File: config.mk
export PLATFORM = sky130hd
export DESIGN_NAME = vfab_ram
export DESIGN_NICKNAME = d
export VERILOG_FILES = /design/src/hdl/vfab_ram.sv
export SDC_FILE = /design/constraint.sdc
export NUM_CORES = 1
export LEC_CHECK = 0
export BUFFER_PORTS_ARGS = -buffer_cell sky130_fd_sc_hd__buf_4
export CORE_MARGIN = 4
export CORE_UTILIZATION = 40
export CTS_BUF_LIST = sky130_fd_sc_hd__clkbuf_8
export DETAILED_ROUTE_END_ITERATION = 10
export GPL_ROUTABILITY_DRIVEN = 0
export PLACE_DENSITY_LB_ADDON = 0.05
export SYNTH_ARGS = -nofsm -noshare
export SYNTH_HDL_FRONTEND = slang
export SYNTH_SLANG_ARGS = --single-unit
File: constraint.sdc
create_clock -name clk -period 4.2 [get_ports clk]
set_input_delay 1.05 -clock clk [delete_from_list [all_inputs] [get_ports clk]]
set_output_delay 1.05 -clock clk [all_outputs]
set_load 0.01 [all_outputs]
File: src/hdl/vfab_ram.sv
// generic single-port-write, single-port-read ram with registered read data
module vfab_ram #(
    parameter int WIDTH = 8,
    parameter int DEPTH = 16,
    localparam int AW   = (DEPTH > 1) ? $clog2(DEPTH) : 1
) (
    input  logic             clk,
    input  logic             wr_en,
    input  logic [AW-1:0]    wr_addr,
    input  logic [WIDTH-1:0] wr_data,
    input  logic             rd_en,
    input  logic [AW-1:0]    rd_addr,
    output logic [WIDTH-1:0] rd_data
);

    logic [WIDTH-1:0] mem [DEPTH];
    logic [WIDTH-1:0] rd_data_reg;

    // write port
    always_ff @(posedge clk)
    begin
        if (wr_en)
        begin
            mem[wr_addr] <= wr_data;
        end
    end

    // registered read port
    always_ff @(posedge clk)
    begin
        if (rd_en)
        begin
            rd_data_reg <= mem[rd_addr];
        end
    end

    assign rd_data = rd_data_reg;

endmodule

# == After elaboration in Yosys (flattened, before gate mapping) ==
# Memories as Yosys holds them, arrays and structs flattened. A register that Yosys moved wholly into a read port is not among the register bits.
# Cells that the tools add are included.
# W data, S select, Z words.
# op_classes
n_mux,2
# ops
cell,count
$mux W1,2
# totals
register_bits,0
ramBits,128
mem_count,1
in_bits,19
# mem_list
memory,words,word_bits,read_ports,rd_clocked_by_memory_dff,write_ports,line_no,text
mem,16,8,1,1,1,16,logic [WIDTH-1:0] mem [DEPTH];

# == Depth between registers and ports, before layout ==
# depth
ltp_word,2
ltp_mapped,5
mapped_depth_nobuf,3

# == Worst setup path after synthesis ==
# OpenSTA, ideal clock, no wires.
# synth_timing
path_kind,in2reg
from,in wr_addr[2]
to,mem mem[0][0] (enable)
arrival_ns,2.160
setup_time_ns,0.383
t_required_ns,3.817
path_buffers,0
stages,2
path_slack_ns,1.657
cell_sequence,or3b_2 -> nor3_1
# synth_lines
element,line_no,text
"start, declared",9,"input logic [AW-1:0] wr_addr,"
"end, declared",16,
# No word-level cell before the write port.

==> flow_summary.toml <==
[outcome]
status = "finished clean"

[worst_setup_path]
r2r_cells = 3
cp.arrival_ns = 2.57
critPathSlowestCell = "mux4_1"
regToRegSetupSlack_ns = 2.69
slowest_delay_ns = 0.63
worstPathMaxFanout = 32
cp_top_family = "multiplexers"
worstReg2RegStart = "mem[2][6]$_DFFE_PP_"
crit_path_cell_trace = "buf_4 -> mux4_1 -> a22oi_1 -> nand2_1"
end_kind = "flip-flop"
reg2reg_to = "rd_data[6]$_DFFE_PP_"
criticalPathCategory = "primary input to flip-flop"
cp_data_required_time_ns = 4.38
cp_num_buf_inv = 1
start_kind = "primary input"

[placement]
place_ws_ns = 1.287
hpwl_um = 6382
dp_cells = 420
portBuffers = 26

[finish]
area_delta_synth_final_pct = 14.12
largest_reg_flops = 128
layout_commonest_cell = "edfxtp_1"
instances_no_fill = 452
layout_common_cells = "136 x edfxtp_1, 29 x buf_4, 18 x mux4_2"
finalNetCount = 286
drive_above_1_share_pct = 28.21
fill_cells = 1108
diodes = 0

[timing]
relSlewSlack_pct = 26.44
tightest_slew_ns = 1.099
rsz0062_at_grt = "false"
min_period_ns = 2.381
min_period_over_period_pct = 56.69
fmax_mhz = 420.0
drv_slew = 0
timing.hold.ws_ns = 0.7602
setup_viol_count_final = 0
finClkSkew_ns = 0.007969
hold_viol = 0
setup_slack_ns = 1.819
finalSetupTns_ns = 0

[synth]
syn_area_um2 = 5228
synth_nets = 248
synth-seq-area-share_pct = 78.12
synth_seq_cells = 136
synthCells = 229
syn_avg_cell_area_um2 = 22.83
ys_warn_count = 0
synth_cell_types = 18

[global_routing]
grt_pass1_wl_um = 15940
grt_pass1_vias = 2505
antenna_found_initial = 0
grt_max_degree = 33
grt-ovfl-total = 0
grt_usage_pct = 15.48

[routing]
wire_per_inst_um = 23.11
initialDrtViolationCount = 147
drcViolationCount = 0
drt_wl_total_um = 10450
dr_total_vias = 2356
firstDrtPassIters = 4
vias_per_cell = 5.212
ant_nets = 0

[clocking]
cts.sinks = 136
post_cts_resized = 0
cts_buffer_depth = 2
cts_root_buf = "clkbuf_8"
clk_latency_ns = 0.44
numCtsBuffers = 17
cts_max_level = 4
cts_setup_buffers = 0
ctsHoldBuffers = 0
cts_tree = "yes"
clk_pin_slew_ns = 0.07

[pwr]
finalPower_mw = 2.714
leakagePower_nw = 1.924
peakVddDrop_mv = 0.1828
powerDensity_nw_per_um2 = 454.9

[min_path]
worstHoldPathType = "flip-flop to flip-flop"
worstHoldEndpoint = "rd_data[2]$_DFFE_PP_"
holdPathStages = 3
hold_start = "mem[15][2]$_DFFE_PP_"

[floorplanning]
initial_core_util_pct = 41.09
rows = 41
die_area_um2 = 14960
core_area_um2 = 12720
dieHeight_um = 122.3
die_w_um = 122.3
io_pins = 27

[flow_run]
maxCapViolCount = 0
[metrics by stage]
| stage | util (%) | cell area (um2) |
|---|---|---|
| 2_1_floorplan | - | 5228 |
| 3_3_place_gp | 43.85 | 5579 |
| 3_5_place_dp | 43.85 | 5579 |
| 4_1_cts | 46.89 | 5966 |
| 5_1_grt | 46.89 | 5966 |
| 6_report | 46.89 | 5966 |
[layout make-up]
class | instances | area [um2] | area share, %
clock buffer | 17 | 234.0 | 3.922
clock inverter | 15 | 152.6 | 2.559
timing repair buffer | 29 | 217.7 | 3.649
sequential | 136 | 4084 | 68.46
tap | 172 | 215.2 | 3.607
multi-input combinational | 83 | 1062 | 17.81
[synthesized netlist by cell type]
cell | instances | area share, %
buf_6 | 3 | 0.65
nand2b_1 | 2 | 0.24
mux4_1 | 14 | 7.0
mux4_2 | 18 | 7.8
a22oi_1 | 16 | 2.3
and2b_1 | 1 | 0.14
buf_4 | 1 | 0.14
and2_1 | 1 | 0.12
nor3_1 | 4 | 0.38
nor2_1 | 13 | 0.93
nand3b_1 | 2 | 0.29
edfxtp_1 | 136 | 78
nor2b_1 | 1 | 0.12
buf_2 | 3 | 0.29
nand2_1 | 9 | 0.65
nand3_1 | 1 | 0.096
or3b_2 | 1 | 0.17
clkdlybuf4s25_2 | 3 | 0.57
[where the power goes]
part / switching [mW] / internal, mW / leakage [nW]
clock: 0.510 / 0.527 / 0.176
sequential: 0.00803 / 1.53 / 1.24
combinational: 0.0810 / 0.0613 / 0.512
total: 0.599 / 2.12 / 1.92
[per-layer routing]
layer | global-route usage, % | wire length [um]
met2 | 22.91 | 5022
met5 | 0 | 0
met3 | 5.207 | 677
met4 | 5.038 | 97
met1 | 21.75 | 4648
[how the worst max path moves through the flow]
stage | startpoint | endpoint | cells after the start
6_report | rd_addr[0] | rd_data[2]$_DFFE_PP_ | 4
3_3_place_gp | rd_addr[0] | rd_data[6]$_DFFE_PP_ | 4
5_1_grt | rd_addr[0] | rd_data[5]$_DFFE_PP_ | 4
3_5_place_dp | rd_addr[0] | rd_data[6]$_DFFE_PP_ | 4
2_1_floorplan | wr_addr[2] | mem[0][0]$_DFFE_PP_ | 2
4_1_cts | rd_addr[0] | rd_data[6]$_DFFE_PP_ | 4
[worst register-to-register path, delay by kind of cell, from the launching register on]
kind	cells	cell delay, ns
mux	1	0.49
flops	1	0.37
compound gates	1	0.30
simple gates	1	0.09
[cell families (layout without fill, tap and decap cells)]
kind of cell	after synthesis	in the layout	synth area share, %
muxes	32	32	14.79
DFF	136	136	78.12
buffers and inverters	10	61	1.651
AOI/OAI and AO/OA	16	16	2.298
and+or+nand+nor	35	35	3.136
(Power assumes the default switching activity.)
